## src/bbc_pkg.sv

```systemverilog
// ----------------------------------------------------------------------------
// Buffer cache LRU package
// Shared types, codes and sizes of the buffer cache directory.
// ----------------------------------------------------------------------------
`timescale 1ns / 1ps
`default_nettype none

package bbc_pkg;

  localparam int NUM_BUFFERS = 32;
  localparam int BUF_W       = $clog2(NUM_BUFFERS);
  localparam int SLOT_W      = 5;
  localparam int DEV_W       = 8;
  localparam int BLK_W       = 32;
  localparam int REF_W       = 8;
  localparam int TAG_W       = DEV_W + BLK_W;

  localparam logic [REF_W-1:0] REF_MAX = {REF_W{1'b1}};

  typedef logic [1:0] opcode_t;
  localparam opcode_t OP_READ    = 2'd0;
  localparam opcode_t OP_RELEASE = 2'd1;
  localparam opcode_t OP_WRITE   = 2'd2;
  localparam opcode_t OP_UNUSED  = 2'd3;

  typedef logic [1:0] disk_req_t;
  localparam disk_req_t REQ_NONE  = 2'd0;
  localparam disk_req_t REQ_READ  = 2'd1;
  localparam disk_req_t REQ_WRITE = 2'd2;

  typedef logic [1:0] status_t;
  localparam status_t STS_OK       = 2'd0;
  localparam status_t STS_NO_FREE  = 2'd1;
  localparam status_t STS_UNREF    = 2'd2;
  localparam status_t STS_OVERFLOW = 2'd3;

  typedef struct packed {
    opcode_t           opcode;
    logic [DEV_W-1:0]  device;
    logic [BLK_W-1:0]  block_number;
    logic [SLOT_W-1:0] buffer_index;
  } in_item_t;

  typedef struct packed {
    logic [SLOT_W-1:0] slot;
    disk_req_t         disk_request;
    status_t           status;
  } out_item_t;

  typedef enum logic [1:0] {
    K_READ,
    K_RELEASE,
    K_WRITE,
    K_NOP
  } kind_t;

  typedef struct packed {
    kind_t             kind;
    logic              in_range;
    logic [DEV_W-1:0]  device;
    logic [BLK_W-1:0]  block_number;
    logic [BUF_W-1:0]  idx;
    logic [SLOT_W-1:0] raw_idx;
  } cmd_t;

  typedef enum logic [2:0] {
    ST_IDLE,
    ST_RD,
    ST_CMP,
    ST_EXEC,
    ST_FIND,
    ST_MOVE
  } state_t;

endpackage

`default_nettype wire

```

## src/block_buffer_cache_lru_unit.sv

```systemverilog
// Read: one rank-ordered tag memory read and compare per buffer; a release that
// brings the count to zero also finds the slot in the order and moves it to rank 0.
// Requests of every kind are handled one request at a time.
// Two-deep queues on each side. Synchronous active-low reset: empty directory,
// rank order equal to slot index, no clearing pass.
// ----------------------------------------------------------------------------
// Buffer cache LRU unit
// Block buffer directory with least-recently-released replacement.
// ----------------------------------------------------------------------------
`timescale 1ns / 1ps
`default_nettype none

module block_buffer_cache_lru_unit import bbc_pkg::*; (
  input  logic      clk,
  input  logic      rst_n,
  input  logic      in_push,
  input  in_item_t  in_item,
  output logic      in_full,
  output logic      out_empty,
  input  logic      out_pop,
  output out_item_t out_res
);

  logic cmd_avail, cmd_pop;
  cmd_t cmd;

  bbc_front u_front (
    .clk       (clk),
    .rst_n     (rst_n),
    .in_push   (in_push),
    .in_item   (in_item),
    .in_full   (in_full),
    .cmd_avail (cmd_avail),
    .cmd_pop   (cmd_pop),
    .cmd       (cmd)
  );

  bbc_back u_back (
    .clk       (clk),
    .rst_n     (rst_n),
    .cmd_avail (cmd_avail),
    .cmd       (cmd),
    .cmd_pop   (cmd_pop),
    .out_pop   (out_pop),
    .out_empty (out_empty),
    .out_res   (out_res)
  );

endmodule

`default_nettype wire

```

## src/bbc_front.sv

```systemverilog
// ----------------------------------------------------------------------------
// Buffer cache LRU front end
// Accepts request beats, decodes them and holds them in a two-entry queue.
// ----------------------------------------------------------------------------
`timescale 1ns / 1ps
`default_nettype none

module bbc_front import bbc_pkg::*; (
  input  logic     clk,
  input  logic     rst_n,
  input  logic     in_push,
  input  in_item_t in_item,
  output logic     in_full,
  output logic     cmd_avail,
  input  logic     cmd_pop,
  output cmd_t     cmd
);

  cmd_t       q_r [2];
  logic       wp_r, rp_r;
  logic [1:0] cnt_r;
  cmd_t       cls;
  logic       push_ok, pop_ok;

  always_comb begin
    cls              = '0;
    cls.device       = in_item.device;
    cls.block_number = in_item.block_number;
    cls.raw_idx      = in_item.buffer_index;
    cls.idx          = BUF_W'(in_item.buffer_index);
    cls.in_range     = (int'(in_item.buffer_index) < NUM_BUFFERS);
    unique case (in_item.opcode)
      OP_READ:    cls.kind = K_READ;
      OP_RELEASE: cls.kind = K_RELEASE;
      OP_WRITE:   cls.kind = K_WRITE;
      default:    cls.kind = K_NOP;
    endcase
  end

  assign in_full   = (cnt_r == 2'd2);
  assign cmd_avail = (cnt_r != 2'd0);
  assign cmd       = q_r[rp_r];
  assign push_ok   = in_push && !in_full;
  assign pop_ok    = cmd_pop && cmd_avail;

  always_ff @(posedge clk) begin
    if (!rst_n) begin
      wp_r  <= 1'b0;
      rp_r  <= 1'b0;
      cnt_r <= 2'd0;
    end else begin
      if (push_ok) wp_r <= ~wp_r;
      if (pop_ok)  rp_r <= ~rp_r;
      cnt_r <= cnt_r + 2'(push_ok) - 2'(pop_ok);
    end
  end

  always_ff @(posedge clk) begin
    if (push_ok) q_r[wp_r] <= cls;
  end

endmodule

`default_nettype wire

```

## src/bbc_back.sv

```systemverilog
// ----------------------------------------------------------------------------
// Buffer cache LRU back end
// Walks the recency order for lookups, updates the directory and queues
// result beats.
// ----------------------------------------------------------------------------
`timescale 1ns / 1ps
`default_nettype none

module bbc_back import bbc_pkg::*; (
  input  logic      clk,
  input  logic      rst_n,
  input  logic      cmd_avail,
  input  cmd_t      cmd,
  output logic      cmd_pop,
  input  logic      out_pop,
  output logic      out_empty,
  output out_item_t out_res
);

  state_t state_r, state_nxt;
  cmd_t   cmd_r;

  logic [BUF_W-1:0] order_r [NUM_BUFFERS];   // slot at each rank, rank 0 newest
  logic [REF_W-1:0] ref_r   [NUM_BUFFERS];
  logic [NUM_BUFFERS-1:0] dval_r, tag_wr_r;
  logic [TAG_W-1:0] tag_mem [NUM_BUFFERS];

  logic [TAG_W-1:0] tag_q_r;
  logic             tag_wr_q_r;
  logic [BUF_W-1:0] k_r, cur_slot_r, rank_r;
  logic [BUF_W-1:0] hit_slot_r, vic_slot_r;
  logic             hit_found_r, vic_found_r;

  out_item_t  rq_r [2];
  logic       rq_wp_r, rq_rp_r;
  logic [1:0] rq_cnt_r;

  logic [BUF_W-1:0] ord_k, eslot, ref_addr;
  logic [REF_W-1:0] ref_cur;
  logic             tag_match, last_k;

  // control decisions
  logic             res_push, upd_ref, set_valid, tag_we, go_find;
  logic [REF_W-1:0] ref_new;
  out_item_t        res;

  assign ord_k  = order_r[k_r];
  assign last_k = (k_r == BUF_W'(NUM_BUFFERS - 1));

  always_comb begin
    if (cmd_r.kind == K_READ) begin
      if (hit_found_r)      eslot = hit_slot_r;
      else if (vic_found_r) eslot = vic_slot_r;
      else                  eslot = '0;
    end else begin
      eslot = cmd_r.idx;
    end
  end

  assign ref_addr  = (state_r == ST_CMP) ? cur_slot_r : eslot;
  assign ref_cur   = ref_r[ref_addr];
  // a never-written tag reads as zero
  assign tag_match = tag_wr_q_r ? (tag_q_r == {cmd_r.device, cmd_r.block_number})
                                : ({cmd_r.device, cmd_r.block_number} == '0);

  // next state
  always_comb begin
    state_nxt = state_r;
    unique case (state_r)
      ST_IDLE: if (cmd_pop) state_nxt = (cmd.kind == K_READ) ? ST_RD : ST_EXEC;
      ST_RD:   state_nxt = ST_CMP;
      ST_CMP:  state_nxt = last_k ? ST_EXEC : ST_RD;
      ST_EXEC: state_nxt = go_find ? ST_FIND : ST_IDLE;
      ST_FIND: if (ord_k == cmd_r.idx) state_nxt = ST_MOVE;
      ST_MOVE: state_nxt = ST_IDLE;
      default: state_nxt = ST_IDLE;
    endcase
  end

  // outputs of the sequencer
  always_comb begin
    cmd_pop   = 1'b0;
    res_push  = 1'b0;
    upd_ref   = 1'b0;
    set_valid = 1'b0;
    tag_we    = 1'b0;
    go_find   = 1'b0;
    ref_new   = ref_cur;
    res       = '0;
    unique case (state_r)
      ST_IDLE: cmd_pop = cmd_avail && (rq_cnt_r != 2'd2);
      ST_EXEC: begin
        res_push = 1'b1;
        unique case (cmd_r.kind)
          K_READ: begin
            res.slot = SLOT_W'(eslot);
            if (hit_found_r) begin
              if (ref_cur == REF_MAX) begin
                res.status = STS_OVERFLOW;
              end else begin
                upd_ref   = 1'b1;
                ref_new   = ref_cur + 1'b1;
                set_valid = 1'b1;
                res.disk_request = dval_r[eslot] ? REQ_NONE : REQ_READ;
              end
            end else if (vic_found_r) begin
              upd_ref   = 1'b1;
              ref_new   = REF_W'(1);
              set_valid = 1'b1;
              tag_we    = 1'b1;
              res.disk_request = REQ_READ;
            end else begin
              res.status = STS_NO_FREE;
            end
          end
          K_RELEASE: begin
            res.slot = cmd_r.raw_idx;
            if (!cmd_r.in_range || ref_cur == '0) begin
              res.status = STS_UNREF;
            end else begin
              upd_ref = 1'b1;
              ref_new = ref_cur - 1'b1;
              go_find = (ref_cur == REF_W'(1));
            end
          end
          K_WRITE: begin
            res.slot = cmd_r.raw_idx;
            res.disk_request = cmd_r.in_range ? REQ_WRITE : REQ_NONE;
          end
          default: res = '0;
        endcase
      end
      default: ;
    endcase
  end

  always_ff @(posedge clk) begin
    if (!rst_n) begin
      state_r     <= ST_IDLE;
      dval_r      <= '0;
      tag_wr_r    <= '0;
      k_r         <= '0;
      hit_found_r <= 1'b0;
      vic_found_r <= 1'b0;
      for (int i = 0; i < NUM_BUFFERS; i++) begin
        order_r[i] <= BUF_W'(i);
        ref_r[i]   <= '0;
      end
    end else begin
      state_r <= state_nxt;
      unique case (state_r)
        ST_IDLE: begin
          k_r         <= '0;
          hit_found_r <= 1'b0;
          vic_found_r <= 1'b0;
        end
        ST_CMP: begin
          k_r <= k_r + 1'b1;
          if (!hit_found_r && tag_match) begin
            hit_found_r <= 1'b1;
            hit_slot_r  <= cur_slot_r;
          end
          // keep the last free slot seen: the least recent one
          if (ref_cur == '0) begin
            vic_found_r <= 1'b1;
            vic_slot_r  <= cur_slot_r;
          end
        end
        ST_EXEC: begin
          k_r <= '0;
          if (upd_ref)   ref_r[eslot]    <= ref_new;
          if (set_valid) dval_r[eslot]   <= 1'b1;
          if (tag_we)    tag_wr_r[eslot] <= 1'b1;
        end
        ST_FIND: begin
          k_r    <= k_r + 1'b1;
          rank_r <= k_r;
        end
        ST_MOVE: begin
          for (int i = 0; i < NUM_BUFFERS; i++) begin
            if (i == 0) order_r[i] <= cmd_r.idx;
            else if (i <= int'(rank_r)) order_r[i] <= order_r[i-1];
          end
        end
        default: ;
      endcase
    end
  end

  always_ff @(posedge clk) begin
    if (cmd_pop) cmd_r <= cmd;
    if (state_r == ST_RD) begin
      tag_q_r    <= tag_mem[ord_k];
      tag_wr_q_r <= tag_wr_r[ord_k];
      cur_slot_r <= ord_k;
    end
    if (tag_we) tag_mem[eslot] <= {cmd_r.device, cmd_r.block_number};
  end

  // result queue
  assign out_empty = (rq_cnt_r == 2'd0);
  assign out_res   = rq_r[rq_rp_r];

  always_ff @(posedge clk) begin
    if (!rst_n) begin
      rq_wp_r  <= 1'b0;
      rq_rp_r  <= 1'b0;
      rq_cnt_r <= 2'd0;
    end else begin
      if (res_push)              rq_wp_r <= ~rq_wp_r;
      if (out_pop && !out_empty) rq_rp_r <= ~rq_rp_r;
      rq_cnt_r <= rq_cnt_r + 2'(res_push) - 2'(out_pop && !out_empty);
    end
  end

  always_ff @(posedge clk) begin
    if (res_push) rq_r[rq_wp_r] <= res;
  end

endmodule

`default_nettype wire

```

## config.mk

```make
export PLATFORM = sky130hd
export DESIGN_NAME = block_buffer_cache_lru_unit
export DESIGN_NICKNAME = d
export VERILOG_FILES = /design/src/bbc_pkg.sv /design/src/block_buffer_cache_lru_unit.sv /design/src/bbc_front.sv /design/src/bbc_back.sv
export SDC_FILE = /design/constraint.sdc
export NUM_CORES = 2
export LEC_CHECK = 0
export BUFFER_PORTS_ARGS = -buffer_cell sky130_fd_sc_hd__buf_2
export CAP_MARGIN = 20
export CORE_AREA = 2 2 462 464
export CTS_CLUSTER_SIZE = 12
export DETAILED_ROUTE_END_ITERATION = 8
export DIE_AREA = 0 0 464 466
export SKIP_LAST_GASP = 1
export SYNTH_ARGS = -nofsm -noshare
export SYNTH_HDL_FRONTEND = slang
export SYNTH_HIERARCHICAL = 1
export SYNTH_SLANG_ARGS = --single-unit
```

## constraint.sdc

```tcl
create_clock -name clk -period 6.85 [get_ports clk]
set_clock_uncertainty 0.2 [all_clocks]
set_input_delay 1.37 -clock clk [delete_from_list [all_inputs] [get_ports clk]]
set_output_delay 1.37 -clock clk [all_outputs]
set_load 0.01 [all_outputs]
```

==> impl_results.md <==
- Period minus WS final: just over 6 ns
- Final HPWL DP: about 140 mm
- Mux contribution to synthesized area: 2.98%
- Core area: approximately 0.21 mm^2
- Sink Count: just over 2,000
- Yosys cell types: between 100 and 150
- Element type at the critical path end: register
- Drt pass-1 iters: 8
- Post-route ant nets: 0
- Post_cts resized: 0
- Core Rows: around 170
- Net count, final: ~6,400
- Seq/Total Area, Yosys: a little over two thirds
- Worst Path Max Fanout: 65
- Post-synth EDFFs: roughly 1,900
- Hold_buf cts: 0
- Initial antenna violation count: 1
- Cell taking the most area after synthesis: edfxtp_1
- Root Driver: clkbuf_16
- Vias per inst: 5.86
- Post-Route WL: about 240 mm
- Synth Flop Type: edfxtp_1
- Fin Setup TNS: 0 ns
- Unrepaired setup endpoints after global routing: false
- Commonest non-fill, non-tap cell in the layout: edfxtp_1
- Simple-gate portion of the synthesized area: around 14%
- Peak supply drop: ~0.47 mV
- Crit-path leading delay family: compound AO/OA/AOI/OAI gates
- Post-Place Worst Slack: approximately 0.77 ns
- Crit Path Category: register to register
- Post-route setup slack: roughly 0.6 ns
- Tot Pwr: 36.6 mW
- Synth warn: 6
- DP Cell Count: approximately 9,000
- Die width: 464 um
- Worst Tran Pin Value: 1.29 ns
- CTS buffer count: a little over 200
- Total grt overflow: 0
- Req. time, crit path: between 7 and 8 ns
- Routed len/inst: around 26 um
- Post-Synth Adder-Cell Area: less than 1%
- Worst hold slack: 0.264 ns
- Worst min path class: register to register
- Via count: approximately 55,000
- Synth top area cells: edfxtp_1 (68%), nand2_1 (6.7%), nand3_1 (2.3%)
- Postcts setup bufs: 0
- First-pass GRT wire length: about 350 mm
- Non-Filler Instances: just over 9,000
- Leak: roughly 32 nW
- Initial drt markers: a little under 7,000
- Average cell area after synthesis: 13.3 um^2
- CP max stage cell: a31oi_1
- #FFs+latches synth: between 2,000 and 2,500
- Mapped Nets: around 6,400
- Buffers on Ports: between 60 and 70
- All-Layer GR Usage: a little over a fifth
- Initial core utilization: roughly 40%
- Ports: between 60 and 70
- Nature of the critical path startpoint: register
- Final GP Congestion: 0.925
- Worst setup path startpoint: u_back/cmd_r[51]$_DFFE_PP_
- Main combinational cell family by area after synthesis: simple AND/OR/NAND/NOR gates
- Residual DRC: 0
- Area grow syn2layout: 12.9%
- Share of cells above drive strength 1: about an eighth
- Fin. max-slew vios: 0
- Most frequent cells in the layout: edfxtp_1 (1,922), nand2_1 (1,502), nand3_1 (386)
- Status: finished, final reports clean
- Async S/R FF share, synth: 0%
- Die Y: 466 um
- Syn Inst Count: ~6,400
- Compound-gate portion of the synthesized area: under 10%
- Clk buf depth: 3
- Final setup viols: 0
- Crit-path cells: inv_1, ha_1, buf_4, nor2_1, a31oi_1, o21ai_1, a221oi_1, a2bb2oi_1, o311ai_1, buf_4, inv_1, ha_1, nand2_1, nor2_1, a21oi_4, buf_12, o2111ai_2, nand2_1
- Worst skew pair latency: about 0.87 ns
- Crit path arrival time: between 6 and 7 ns
- CP bufs+invs: 5
- Synthesized cell area: between 0.08 and 0.09 mm^2
- Die area: approximately 0.22 mm^2
- Clk slew on worst S/H paths: 0.06 ns
- Pwr dens: around 380 mW/mm^2
- Largest net degree at the start of global routing: between 150 and 200
- RR Startpoint: u_back/cmd_r[51]$_DFFE_PP_
- Number of global-route vias before repair: between 50,000 and 60,000
- Fin crit share: 91.0%
- Crit path largest cell delay: 0.68 ns
- CTS tree: built
- Xor/xnor cell area share of the yosys netlist: 0.530%
- Area share of the largest cell type after synthesis: approximately two thirds
- CTS H-tree lvls: 4
- Fmax: between 0.15 and 0.2 GHz
- Hold Vio Cnt, Final: 0
- Hold Startpoint: u_back/tag_wr_r[23]$_SDFFE_PN0P_
- Fillers: 18,500
- Max_slew headroom: roughly 14%
- MaxCap Viol Count: 0
==> registers in the layout (all words and copies together) (netlist names), 32 cells and up, named ones only <==
name and cells:
u_back/cmd_r 53, u_back/dval_r 32, u_back/order_r 160, u_back/ref_r 256
u_back/tag_mem 1280, u_back/tag_q_r 40, u_back/tag_wr_r 32, u_front/q_r 94
==> per-stage QoR <==
stage | util [%] | area [um^2]
finish | 45.0 | 95100
global route | 45.0 | 95100
CTS | 45.0 | 95000
detailed placement | 42.0 | 88700
global placement | 41.9 | 88600
floorplan | - | 84300
==> cell families (layout without fill, tap and decap cells) <==
| logic type | Yosys count | count (layout) |
|---|---|---|
| simple gates | 2590 | 2590 |
| xor+xnor | 51 | 51 |
| other cells | 1 | 3 |
| fa+ha+maj | 11 | 11 |
| flops | 2011 | 2011 |
| mux | 158 | 158 |
| compound gates | 1027 | 1027 |
| buf+inv | 506 | 678 |
==> cells in the mapped netlist, types with 6 or more instances <==
library cell and count:
a22oi_1 16, a2111oi_0 12, and3_1 217, a21oi_1 233
o22ai_1 6, nor3_1 25, a211oi_1 71, o31ai_1 7
a311o_1 43, xor2_1 35, o2111ai_4 26, nor2b_1 42
xnor2_1 16, mux4_2 58, o21a_1 39, buf_2 70
nand3_1 386, ha_1 11, a21boi_0 7, mux2_2 40
a221oi_1 9, or2_2 9, a31o_1 35, inv_1 26
nand4_1 15, a31oi_1 134, buf_6 12, a311oi_1 217
nand2b_1 50, dfxtp_1 89, buf_1 40, and2_1 88
mux2_4 30, o21ai_0 73, or3_1 32, nor4_1 22
a31o_2 18, mux2i_1 29, buf_4 19, nor2_1 170
nand2_1 1502, clkbuf_1 337, edfxtp_1 1922
==> final timing paths <==
check / end / slack (ns) / cells after the start
min: u_back/tag_wr_r[23]$_SDFFE_PN0P_ / 0.26 / 1
max reg2reg: u_back/ref_r[13][5]$_SDFFCE_PN0P_ / 0.61 / 18
min reg2reg: u_back/tag_wr_r[23]$_SDFFE_PN0P_ / 0.26 / 1
max: u_back/ref_r[13][5]$_SDFFCE_PN0P_ / 0.61 / 18
==> report_power, final <==
| group | switching (mW) | internal (mW) | total [mW] |
|---|---|---|---|
| clock | 4.67 | 5.84 | 10.5 |
| combinational | 8.04 | 2.79 | 10.8 |
| sequential | 0.311 | 14.9 | 15.2 |
==> routing by layer <==
metal | track usage, % | vias to the layer above | routed length, um
met2 | 34.8 | 2737 | 114000
met5 | 0 | - | 0
met1 | 30.3 | 27600 | 98600
met3 | 3.21 | 514 | 20200
met4 | 7.59 | 0 | 8650
li1 | - | 23900 | -
==> final cells by class <==
cell class	instances	area (um^2)	area share, %
sequential	2011	59500	62.6
multi-input combinational	3838	23100	24.2
clock buffer	285	5580	5.87
tap	2821	3530	3.71
timing repair buffer	286	2610	2.75
clock inverter	79	706	0.742
inverter	28	120	0.126
antenna	2	5.00	0.00526
(Power assumes the default switching activity.)
